===== config.mk =====
export PLATFORM = sky130hd
export DESIGN_NAME = linear_probe_hash_table_core
export DESIGN_NICKNAME = d
export VERILOG_FILES = /design/src/hw/rtl/lph_pkg.sv /design/src/hw/rtl/lph_ctrl.sv /design/src/hw/rtl/lph_dpath.sv /design/src/hw/rtl/linear_probe_hash_table_core.sv
export SDC_FILE = /design/constraint.sdc
export NUM_CORES = 1
export LEC_CHECK = 0
export ABC_CLOCK_PERIOD_IN_PS = 17450
export BUFFER_PORTS_ARGS = -buffer_cell sky130_fd_sc_hd__buf_2
export CAP_MARGIN = 20
export CORE_UTILIZATION = 57
export DETAILED_ROUTE_END_ITERATION = 10
export PLACE_DENSITY = 0.7
export REMOVE_ABC_BUFFERS = 1
export SETUP_SLACK_MARGIN = 0.4
export SYNTH_ARGS = -nofsm -noshare
export SYNTH_HDL_FRONTEND = slang
export SYNTH_SLANG_ARGS = --single-unit
export TNS_END_PERCENT = 1

===== constraint.sdc =====
create_clock -name clk -period 17.45 [get_ports clk]
set_input_delay 0.8725 -clock clk [delete_from_list [all_inputs] [get_ports clk]]
set_output_delay 0.8725 -clock clk [all_outputs]
set_load 0.005 [all_outputs]

===== src/hw/rtl/lph_pkg.sv =====
`timescale 1ns / 1ps
// ============================================================================
// lph_pkg - shared definitions for the linear-probe hash table
// Field widths, operation / mark / status codes, and the command and status
// bundles passed between controller and datapath.
// ============================================================================
package lph_pkg;

  localparam int TABLE_SIZE_DEF = 16;

  localparam int FUNC_W = 2;
  localparam int KEY_W  = 31;
  localparam int STAT_W = 2;
  localparam int SLOT_W = 4;
  localparam int MARK_W = 2;

  // home-slot reduction: reciprocal multiply, then a short remainder step
  localparam int HASH_STEPS = 2;
  localparam int STEP_W     = $clog2(HASH_STEPS);

  localparam logic [FUNC_W-1:0] FN_INSERT = 2'd0;
  localparam logic [FUNC_W-1:0] FN_SEARCH = 2'd1;
  localparam logic [FUNC_W-1:0] FN_DELETE = 2'd2;

  localparam logic [MARK_W-1:0] MK_EMPTY   = 2'd0;
  localparam logic [MARK_W-1:0] MK_USED    = 2'd1;
  localparam logic [MARK_W-1:0] MK_DELETED = 2'd2;

  localparam logic [STAT_W-1:0] ST_OK        = 2'd0;
  localparam logic [STAT_W-1:0] ST_NOT_FOUND = 2'd1;
  localparam logic [STAT_W-1:0] ST_FULL      = 2'd2;

  typedef struct packed {
    logic clr_step;
    logic hash_start;
    logic hash_step;
    logic probe_start;
    logic probe_run;
    logic mem_we;
    logic res_load;
    logic out_load;
  } lph_cmd_t;

  typedef struct packed {
    logic clr_last;
    logic hash_last;
    logic func_ok;
    logic func_mod;
    logic probe_end;
    logic probe_hit;
  } lph_sts_t;

endpackage


===== src/hw/rtl/lph_ctrl.sv =====
`timescale 1ns / 1ps
// ============================================================================
// lph_ctrl - sequencing state machine
// Runs the clear pass, then per item: accept, home-slot reduction, probe (skipped
// for an unused opcode), result hand-off into the output register.
// ============================================================================
module lph_ctrl
  import lph_pkg::*;
(
  input  logic     clk,
  input  logic     rst_n,
  input  logic     in_valid,
  output logic     in_stall,
  input  logic     out_stall,
  output logic     out_valid,
  input  lph_sts_t sts,
  output lph_cmd_t cmd
);

  localparam logic [2:0] S_CLEAR  = 3'd0;
  localparam logic [2:0] S_IDLE   = 3'd1;
  localparam logic [2:0] S_HASH   = 3'd2;
  localparam logic [2:0] S_PROBE  = 3'd3;
  localparam logic [2:0] S_RESULT = 3'd4;

  logic [2:0] state_r, state_nxt;
  logic       out_valid_r, out_valid_nxt;

  always_comb begin
    state_nxt     = state_r;
    out_valid_nxt = out_valid_r & out_stall;
    cmd           = '0;
    case (state_r)
      S_CLEAR: begin
        cmd.clr_step = 1'b1;
        if (sts.clr_last) begin
          state_nxt = S_IDLE;
        end
      end
      S_IDLE: begin
        if (in_valid) begin
          cmd.hash_start = 1'b1;
          state_nxt      = S_HASH;
        end
      end
      S_HASH: begin
        cmd.hash_step = 1'b1;
        if (sts.hash_last) begin
          if (sts.func_ok) begin
            cmd.probe_start = 1'b1;
            state_nxt       = S_PROBE;
          end else begin
            // unused opcode: answer not-found without touching the table
            cmd.res_load = 1'b1;
            state_nxt    = S_RESULT;
          end
        end
      end
      S_PROBE: begin
        cmd.probe_run = 1'b1;
        if (sts.probe_end) begin
          cmd.res_load = 1'b1;
          cmd.mem_we   = sts.probe_hit & sts.func_mod;
          state_nxt    = S_RESULT;
        end
      end
      S_RESULT: begin
        if (!out_valid_r || !out_stall) begin
          cmd.out_load  = 1'b1;
          out_valid_nxt = 1'b1;
          state_nxt     = S_IDLE;
        end
      end
      default: begin
        state_nxt = S_IDLE;
      end
    endcase
  end

  always_ff @(posedge clk) begin
    if (!rst_n) begin
      state_r     <= S_CLEAR;
      out_valid_r <= 1'b0;
    end else begin
      state_r     <= state_nxt;
      out_valid_r <= out_valid_nxt;
    end
  end

  assign in_stall  = (state_r != S_IDLE);
  assign out_valid = out_valid_r;

endmodule


===== src/hw/rtl/lph_dpath.sv =====
`timescale 1ns / 1ps
// ============================================================================
// lph_dpath - table memory, home-slot reduction and probe pipeline
// One memory word per slot holds {mark, key}. Reads are registered, so the
// probe issues one address per cycle and checks it in the next cycle.
// ============================================================================
module lph_dpath
  import lph_pkg::*;
#(
  parameter int TABLE_SIZE = TABLE_SIZE_DEF
) (
  input  logic              clk,
  input  logic              rst_n,
  input  logic [FUNC_W-1:0] in_func,
  input  logic [KEY_W-1:0]  in_key,
  input  lph_cmd_t          cmd,
  output lph_sts_t          sts,
  output logic [STAT_W-1:0] out_status,
  output logic [SLOT_W-1:0] out_slot
);

  localparam int AW     = $clog2(TABLE_SIZE);
  localparam int CW     = $clog2(TABLE_SIZE + 1);
  localparam int WORD_W = MARK_W + KEY_W;
  localparam int PROD_W = 2 * KEY_W + 1;
  // rounded-up reciprocal: (key * RECIP) >> (KEY_W + AW) is the exact
  // quotient for every KEY_W-bit key
  localparam logic [KEY_W:0] RECIP =
    (KEY_W + 1)'(((64'd1 << (KEY_W + AW)) + 64'(TABLE_SIZE - 1)) / 64'(TABLE_SIZE));
  localparam logic [AW-1:0] TS_LOW   = AW'(TABLE_SIZE);
  localparam logic [AW-1:0] LAST_IDX = AW'(TABLE_SIZE - 1);
  localparam logic [CW-1:0] CNT_FULL = CW'(TABLE_SIZE);
  localparam logic [CW-1:0] CNT_LAST = CW'(TABLE_SIZE - 1);

  logic [WORD_W-1:0] mem [TABLE_SIZE];

  logic [FUNC_W-1:0] func_r;
  logic [KEY_W-1:0]  key_r;
  logic [STEP_W-1:0] dig_r;
  logic [AW-1:0]     quo_r, rem_step;
  logic [AW-1:0]     clr_r;
  logic [AW-1:0]     raddr_r, raddr_next;
  logic [AW-1:0]     eaddr_r;
  logic [CW-1:0]     icnt_r, ecnt_r;
  logic              rv_r;
  logic [WORD_W-1:0] rdata_r;
  logic [STAT_W-1:0] res_status_r, res_status_nxt;
  logic [SLOT_W-1:0] res_slot_r, res_slot_nxt;
  logic [STAT_W-1:0] out_status_r;
  logic [SLOT_W-1:0] out_slot_r;

  logic [PROD_W-1:0] prod;
  logic              issue;
  logic              is_ins;
  logic [MARK_W-1:0] mark;
  logic [KEY_W-1:0]  skey;
  logic              hit, miss_empty, lap;
  logic              we;
  logic [AW-1:0]     waddr;
  logic [WORD_W-1:0] wdata;

  // quotient by reciprocal multiply; only its low AW bits are kept
  assign prod = PROD_W'(key_r) * PROD_W'(RECIP);

  // remainder < TABLE_SIZE <= 2^AW, so the low AW bits of key - q*N suffice
  assign rem_step = key_r[AW-1:0] - (quo_r * TS_LOW);

  assign raddr_next = (raddr_r == LAST_IDX) ? '0 : raddr_r + 1'b1;
  assign issue      = (icnt_r != CNT_FULL);

  // probe check on the word read last cycle
  assign is_ins     = (func_r == FN_INSERT);
  assign mark       = rdata_r[KEY_W +: MARK_W];
  assign skey       = rdata_r[KEY_W-1:0];
  assign hit        = rv_r & (is_ins ? (mark != MK_USED)
                                     : ((mark == MK_USED) && (skey == key_r)));
  assign miss_empty = rv_r & ~is_ins & (mark == MK_EMPTY);
  assign lap        = rv_r & (ecnt_r == CNT_LAST);

  assign sts.clr_last  = (clr_r == LAST_IDX);
  assign sts.hash_last = (dig_r == STEP_W'(HASH_STEPS - 1));
  assign sts.func_ok   = (func_r == FN_INSERT) || (func_r == FN_SEARCH) ||
                         (func_r == FN_DELETE);
  assign sts.func_mod  = (func_r == FN_INSERT) || (func_r == FN_DELETE);
  assign sts.probe_end = hit | miss_empty | lap;
  assign sts.probe_hit = hit;

  assign res_status_nxt = hit ? ST_OK : (is_ins ? ST_FULL : ST_NOT_FOUND);
  assign res_slot_nxt   = hit ? SLOT_W'(eaddr_r) : '0;

  assign we    = cmd.clr_step | cmd.mem_we;
  assign waddr = cmd.clr_step ? clr_r : eaddr_r;
  assign wdata = cmd.clr_step ? {MK_EMPTY, {KEY_W{1'b0}}}
                              : {(is_ins ? MK_USED : MK_DELETED), key_r};

  always_ff @(posedge clk) begin
    if (we) begin
      mem[waddr] <= wdata;
    end
    rdata_r <= mem[raddr_r];
  end

  always_ff @(posedge clk) begin
    if (!rst_n) begin
      clr_r <= '0;
      rv_r  <= 1'b0;
    end else begin
      if (cmd.clr_step) begin
        clr_r <= clr_r + 1'b1;
      end
      if (cmd.probe_start) begin
        rv_r <= 1'b0;
      end else begin
        rv_r <= cmd.probe_run & issue;
      end
    end
  end

  always_ff @(posedge clk) begin
    if (cmd.hash_start) begin
      func_r <= in_func;
      key_r  <= in_key;
      dig_r  <= '0;
    end else if (cmd.hash_step) begin
      quo_r <= prod[KEY_W + AW +: AW];
      dig_r <= dig_r + 1'b1;
    end
    if (cmd.probe_start) begin
      raddr_r <= rem_step;
      icnt_r  <= '0;
      ecnt_r  <= '0;
    end else if (cmd.probe_run) begin
      if (issue) begin
        raddr_r <= raddr_next;
        eaddr_r <= raddr_r;
        icnt_r  <= icnt_r + 1'b1;
      end
      if (rv_r) begin
        ecnt_r <= ecnt_r + 1'b1;
      end
    end
    if (cmd.res_load) begin
      res_status_r <= res_status_nxt;
      res_slot_r   <= res_slot_nxt;
    end
    if (cmd.out_load) begin
      out_status_r <= res_status_r;
      out_slot_r   <= res_slot_r;
    end
  end

  assign out_status = out_status_r;
  assign out_slot   = out_slot_r;

endmodule


===== src/hw/rtl/linear_probe_hash_table_core.sv =====
`timescale 1ns / 1ps
// ============================================================================
// linear_probe_hash_table_core - open-addressed hash table, linear probing
// Insert / search / delete of 31-bit keys with deleted-slot reuse.
// ============================================================================
// Usage:
//   Input channel  in_valid / in_stall carries one item: in_func (0 insert,
//   1 search, 2 delete) and in_key. Result channel out_valid / out_stall
//   carries out_status (0 ok, 1 not found, 2 full) and out_slot.
//   An item moves on an edge where valid is high and stall is low.
//   Every item produces exactly one result, in order.
// Per item:
//   The key is reduced to its home slot (reciprocal multiply, then a
//   short remainder step); the probe then reads one slot per cycle from the
//   single table memory and visits between 1 and TABLE_SIZE slots; each
//   read is registered before its slot is checked. The result passes
//   through a result register into the output register, and only then is
//   the next item taken.
//   An unused opcode skips the probe and answers not found.
// Reset:
//   After rst_n the slot marks are swept to empty, one slot per cycle, and
//   in_stall stays high until the sweep is done.
// Back-pressure:
//   The result sits in an output register; a new item is taken while it
//   waits. If the next result is ready while out_stall still holds the old
//   one, the block waits and keeps in_stall high.
// ============================================================================
module linear_probe_hash_table_core
  import lph_pkg::*;
#(
  parameter int TABLE_SIZE = TABLE_SIZE_DEF
) (
  input  logic              clk,
  input  logic              rst_n,
  input  logic              in_valid,
  output logic              in_stall,
  input  logic [FUNC_W-1:0] in_func,
  input  logic [KEY_W-1:0]  in_key,
  output logic              out_valid,
  input  logic              out_stall,
  output logic [STAT_W-1:0] out_status,
  output logic [SLOT_W-1:0] out_slot
);

  lph_cmd_t cmd;
  lph_sts_t sts;

  // sequencing: clear pass, hash, probe, result hand-off
  lph_ctrl u_ctrl (
    .clk       (clk),
    .rst_n     (rst_n),
    .in_valid  (in_valid),
    .in_stall  (in_stall),
    .out_stall (out_stall),
    .out_valid (out_valid),
    .sts       (sts),
    .cmd       (cmd)
  );

  // table memory, home-slot reduction, probe pipeline, result registers
  lph_dpath #(
    .TABLE_SIZE (TABLE_SIZE)
  ) u_dpath (
    .clk        (clk),
    .rst_n      (rst_n),
    .in_func    (in_func),
    .in_key     (in_key),
    .cmd        (cmd),
    .sts        (sts),
    .out_status (out_status),
    .out_slot   (out_slot)
  );

endmodule


After elaboration in Yosys (flattened, before gate mapping)
Memories as Yosys holds them, arrays and structs flattened. A register that Yosys moved wholly into a read port is not among the register bits.
Cells that the tools add are included.
{ "totals": {"ff_bits": 73, "mem_bits_rw": 528, "input_bits": 37, "out_inout_bits": 8, "wordCells": 104, "n_memories": 1} }
{ "mem_list": {"columns": ["name", "depth", "width", "rd", "rd_ports_with_merged_regs", "write_ports", "line_no", "rtl"], "rows": [
  ["u_dpath.mem", 16, 33, 1, 1, 1, "lph_dpath.sv:35", "logic [WORD_W-1:0] mem [TABLE_SIZE];"]
]} }
{ "classes": {"addsub": 5, "n_eq_ne": 19, "muxes": 33, "n_bitwise": 13, "reduce_logical": 18} }
{ "ops": {"columns": ["cell", "count"], "rows": [
  ["33-bit 2-to-1 mux", 1],
  ["31-bit equality test", 1],
  ["4-bit 2-to-1 mux", 5],
  ["3-bit 2-to-1 mux", 6],
  ["3-bit one-hot mux with 5 select lines", 1],
  ["1-bit 2-to-1 mux", 14],
  ["5-bit by 1-bit adder with 5-bit output, second input constant", 2],
  ["2-bit 2-to-1 mux", 5],
  ["4-bit by 1-bit adder with 4-bit output, second input constant", 2],
  ["4-bit equality test, second input constant", 2],
  ["1-bit AND", 7],
  ["3-bit by 2-bit equality test with 1-bit output, second input constant", 2],
  ["2-bit by 1-bit inequality test with 1-bit output, second input constant", 3],
  ["2-bit inequality test, second input constant", 3],
  ["2-bit AND reduction", 3],
  ["5-bit by 4-bit equality test with 1-bit output, second input constant", 1],
  ["5-bit inequality test, second input constant", 1],
  ["5-bit AND reduction", 1],
  ["2-bit by 1-bit equality test with 1-bit output, second input constant", 2],
  ["2-bit zero test", 2],
  ["1-bit logical OR", 4],
  ["2-bit nonzero test", 2],
  ["3-bit by 1-bit equality test with 1-bit output, second input constant", 1],
  ["3-bit equality test, second input constant", 1],
  ["11 further kinds", 16]
]} }

Logic depth before layout (Yosys ltp)
{ "depth": {"depth_word": 11, "ltp_mapped": 8, "mapped_depth_nobuf": 8} }

Modules after synthesis
From an unflattened synthesis, not the netlist that was laid out.
{ "unflattened": {"cells_unflattened": 1309, "area_unflattened_um2": 24451.0} }
{ "by_module_without_submodules": {"columns": ["module", "n_inst", "cells_each", "area_each_um2", "seq_area_each_um2"], "rows": [
  ["lph_dpath", 1, 1264, 24098.1, 18427.7],
  ["lph_ctrl", 1, 45, 352.8, 80.1]
]} }

Worst setup path after synthesis
Ideal clock, no wire load.
{ "synth_path": {"kind": "register -> register", "startpoint": "register u_ctrl.state_r[0]", "endpoint": "memory u_dpath.mem[12][0] in the netlist's numbering, enable pin", "setup_ns": 0.539, "t_arrival_ns": 5.210, "required_time_ns": 16.911, "setup_slack_ns": 11.702, "path_stages_with_launch": 7, "path_buffers": 2, "period_less_slack_ns": 5.748, "cell_sequence": "dfxtp_1 > buf_6 > or3_1 > buf_2 > mux2i_1 > or2_1 > o311ai_0"} }
{ "synth_between": {"elab_chain_cells": 5, "word_cells_on_any_way": 8, "cone_classes": "1 x eq/ne; 5 x mux; 1 x bitwise; 1 x reduce/logical"} }
{ "synth_rtl": {"columns": ["element", "line_no", "rtl"], "rows": [
  ["start, declared", "lph_ctrl.sv:26", "logic [2:0] state_r, state_nxt;"],
  ["start signal, assigned", "lph_ctrl.sv:85", "state_r <= state_nxt;"],
  ["3-bit by 2-bit equality test with 1-bit output / 3-bit zero test (equally long branches)", "lph_ctrl.sv:33", "case (state_r)"],
  ["2-bit 2-to-1 mux / 1-bit 2-to-1 mux (equally long branches)", "lph_ctrl.sv:33", null],
  ["1-bit OR", "lph_dpath.sv:91", "assign we = cmd.clr_step | cmd.mem_we;"],
  ["1-bit 2-to-1 mux", "lph_dpath.sv:97", "if (we) begin"],
  ["1-bit 2-to-1 mux (implied by the code)", "lph_dpath.sv:98", "mem[waddr] <= wdata;"],
  ["end, declared", "lph_dpath.sv:35", null]
]} }
Parallel ways exist; a longest one is shown, timed or not.

Final worst setup path
{ "layout_path": {"startpoint": "register u_ctrl.state_r[0]", "endpoint": "memory u_dpath.mem[0][23] in the netlist's numbering, enable pin"} }
The elaborated chain is that of the path after synthesis.

==> metrics.txt <==
status finished, final reports clean; Finished Core Util between 60% and 70%; Pwr per Cell Area approximately 160 mW/mm2; worst r2r dst u_dpath.mem[0][23]; grt ovf 0; vias in the first global route between 10000 and 15000; largest net degree at the start of global routing 70; initial antenna violation count 0; Post-CTS Repair Setup Buffers 0; RSZ-0062 raised after global routing no; r2r worst-path depth 6; Final period util a little over a fifth; GRT Total Usage 23.7%; adder-cell share of the synthesized area 0.307%; hold slack about 0.42 ns; WHS Endpoint u_dpath.key_r[13]; WP data required ~18 ns; Post-Synth Simple-Gate Area between 3 and 4%; Worst VDD drop about 110 uV; Starting DRT DRC Count around 1300; initial core utilization 58.0%; I/O Pins 45; ys flop type edfxtp_1; CTS root buffer clkbuf_16; total wire length 49500 um; CTS H-tree lvls 2; main combinational cell family by area after synthesis multiplexers; antenna fix cells 0; total chip power 4.28 mW; row count 75; NumNets Final 1275; HPWL after DPL 27500 um; area delta synth->final 12.7%; count of flip-flops with a built-in enable after synthesis roughly 580; Mean Syn Cell Area 21.3 um2; die area 0.0437 mm2; CTS clk-pin slew, worst paths approximately 0.06 ns; CTS sink count roughly 630; Synthesis Warnings 0; post-synthesis xor/xnor area fraction under 10%; Max FO, Critical Path 50; share of cells above drive strength 1 between 20 and 30%; final hold vios 0; CTS tree built; slew margin rel. about 29%; CP Launch Point u_ctrl.state_r[0]; post-synthesis mux area share about 16%; cell count after synthesis 1148; Post-DRT Antenna Nets 0; DRC viols 0; total of max-cap violations 0; CTS Hold Bufs 0; r2r setup slk ~14 ns; Crit path top cell by count buf_4; CP cell instances or3_2 > buf_4 > mux2i_1 > or2_1 > o31ai_4 > buf_4; Critical Path Slowest Stage Cell o31ai_4; Final TNS setup 0 ns; wire length per cell roughly 27 um; CTS Buf Count 60; Setup Crit Path Kind flip-flop to flip-flop; startpoint types flip-flop; first-pass GRT wire length approximately 75000 um; Worst Skew roughly 0.037 ns; min-delay worst type input pin to flip-flop; WP data arrival between 4 and 5 ns; register area share after synthesis 75.7%; delay of the slowest critical-path stage 0.84 ns; # resized after CTS 0; vias per cell ~6.3; final setup fails 0; DR vias 11490; Hold Path Depth 1; port bufs 44; fmax roughly 270 MHz; Hold Path Origin in_key[13]; die height around 210 um; Cell variety after synth 56; ys async rst share 0%; complex-gate fraction of the synthesized area under 10%; slew at the pin with the worst max-slew slack 1.06 ns; Tmin final 3.76 ns; Placer Congestion 0.797; crit end category flip-flop; Skew-Pair Late Insertion Delay around 0.64 ns; Slew Viols, Final 0; #FFs+latches synth about 630; core area roughly 0.042 mm2; 1st-pass router iterations 5; P_leak between 8 and 9 nW; clk buf depth 3; die width about 210 um; Mapped Area roughly 0.024 mm2; r2r startpoint u_ctrl.state_r[0]
==> cell usage in the layout (no fill, tap or decap), drive strengths merged, types with 6 or more instances in the layout <==
master,n
clkinv,25
a21oi,19
o21ai,8
or3,6
nor2,36
dfxtp,53
or2,6
o31ai,11
nand4,12
nand2,25
inv,6
buf,78
nor3,13
clkbuf,81
nor2b,11
mux2i,7
and2,36
xnor2,35
ha,6
mux4,165
edfxtp,581
==> layout make-up <==
cell class,instances,area [um2]
Sequential cell,634,18500
Fill cell,2725,14600
Multi-Input combinational cell,453,5830
Clock buffer,81,1680
Tap cell,539,674
Timing Repair Buffer,78,518
Clock inverter,33,320
Inverter,5,18.8
==> critical path: cells and delay by family (launching register included) <==
family	cells	cell delay [ns]
buffers and inverters	2	1.07
and+or+nand+nor	2	0.57
DFF	1	0.66
muxes	1	0.23
AOI/OAI and AO/OA	1	0.84
==> layer usage <==
layer  track usage, %  vias to the layer above  share of wire (%)
met4             6.49                        0                2.0
li1                 -                     4924                  -
met2             37.4                      411                 48
met5                0                        -                  0
met1             34.2                     6084                 43
met3             4.82                       71                6.7
==> stage by stage <==
step / cell area, um2 / std cells / setup WS (ns)
after global routing: 27500 / 1823 / 13.49
after CTS: 27500 / 1822 / 13.70
after detailed placement: 25500 / 1708 / 13.72
after floorplan: 24200 / 1092 / 10.98
after global placement: 25500 / 1705 / 13.46
final: 27500 / 1823 / 13.69
==> worst max path at each step <==
stage | to | cells past startpoint
6_report | u_dpath.mem[0][23] | 6
5_1_grt | u_dpath.mem[0][23] | 7
4_1_cts | u_dpath.mem[0][23] | 6
3_5_place_dp | u_dpath.mem[0][21] | 7
3_3_place_gp | u_dpath.mem[11][30] | 6
2_1_floorplan | u_dpath.rdata_r[0] | 2
==> flip-flops by register name (all words and copies together) (netlist names), 2 cells and up <==
register / count
u_dpath.out_status: 2
u_dpath.eaddr_r: 4
u_dpath.func_r: 2
u_dpath.res_slot_r: 4
u_dpath.res_status_r: 2
u_dpath.mem: 528
u_dpath.raddr_r: 4
u_dpath.rdata_r: 33
u_dpath.out_slot: 4
u_ctrl.state_r: 3
u_dpath.clr_r: 4
u_dpath.icnt_r: 5
u_dpath.key_r: 31
u_dpath.ecnt_r: 5
==> cells in the mapped netlist, types with 4 or more instances <==
cell type  count  share of area [%]
or3_1          6               0.15
inv_1          5              0.077
mux4_2       165                 15
xor2_1         5               0.18
and3_1         4               0.10
o31ai_1       11               0.34
and2_1        36               0.92
or2_2          5               0.13
ha_1           6               0.31
nand3_1        5               0.10
o41ai_1        5               0.18
nand2_1       25               0.38
nand4_1       12               0.31
buf_1          9               0.14
nor2_1        34               0.52
nor2b_1       11               0.28
dfxtp_1       53                4.3
buf_2         14               0.29
xnor2_1       35                1.3
clkbuf_1      24               0.37
edfxtp_1     581                 71
o21ai_0        8               0.16
a31oi_1        4               0.10
buf_6          9               0.41
a21oi_1       19               0.39
nor3_1        12               0.25
mux2i_1        4               0.16
==> cells by family after synthesis <==
logic type               Yosys count
buffers and inverters             61
flip-flops                       634
multiplexers                     173
XOR/XNOR                          40
AO/OA/AOI/OAI                     70
AND/OR/NAND/NOR                  164
adder cells (fa/ha/maj)            6
==> power by group <==
group | total [mW] | switching, mW | internal [mW]
combinational | 0.838 | 0.555 | 0.283
clock | 1.30 | 0.548 | 0.750
sequential | 2.14 | 0.0705 | 2.07
total | 4.28 | 1.17 | 3.10
Power figures use the tool's default switching activity.
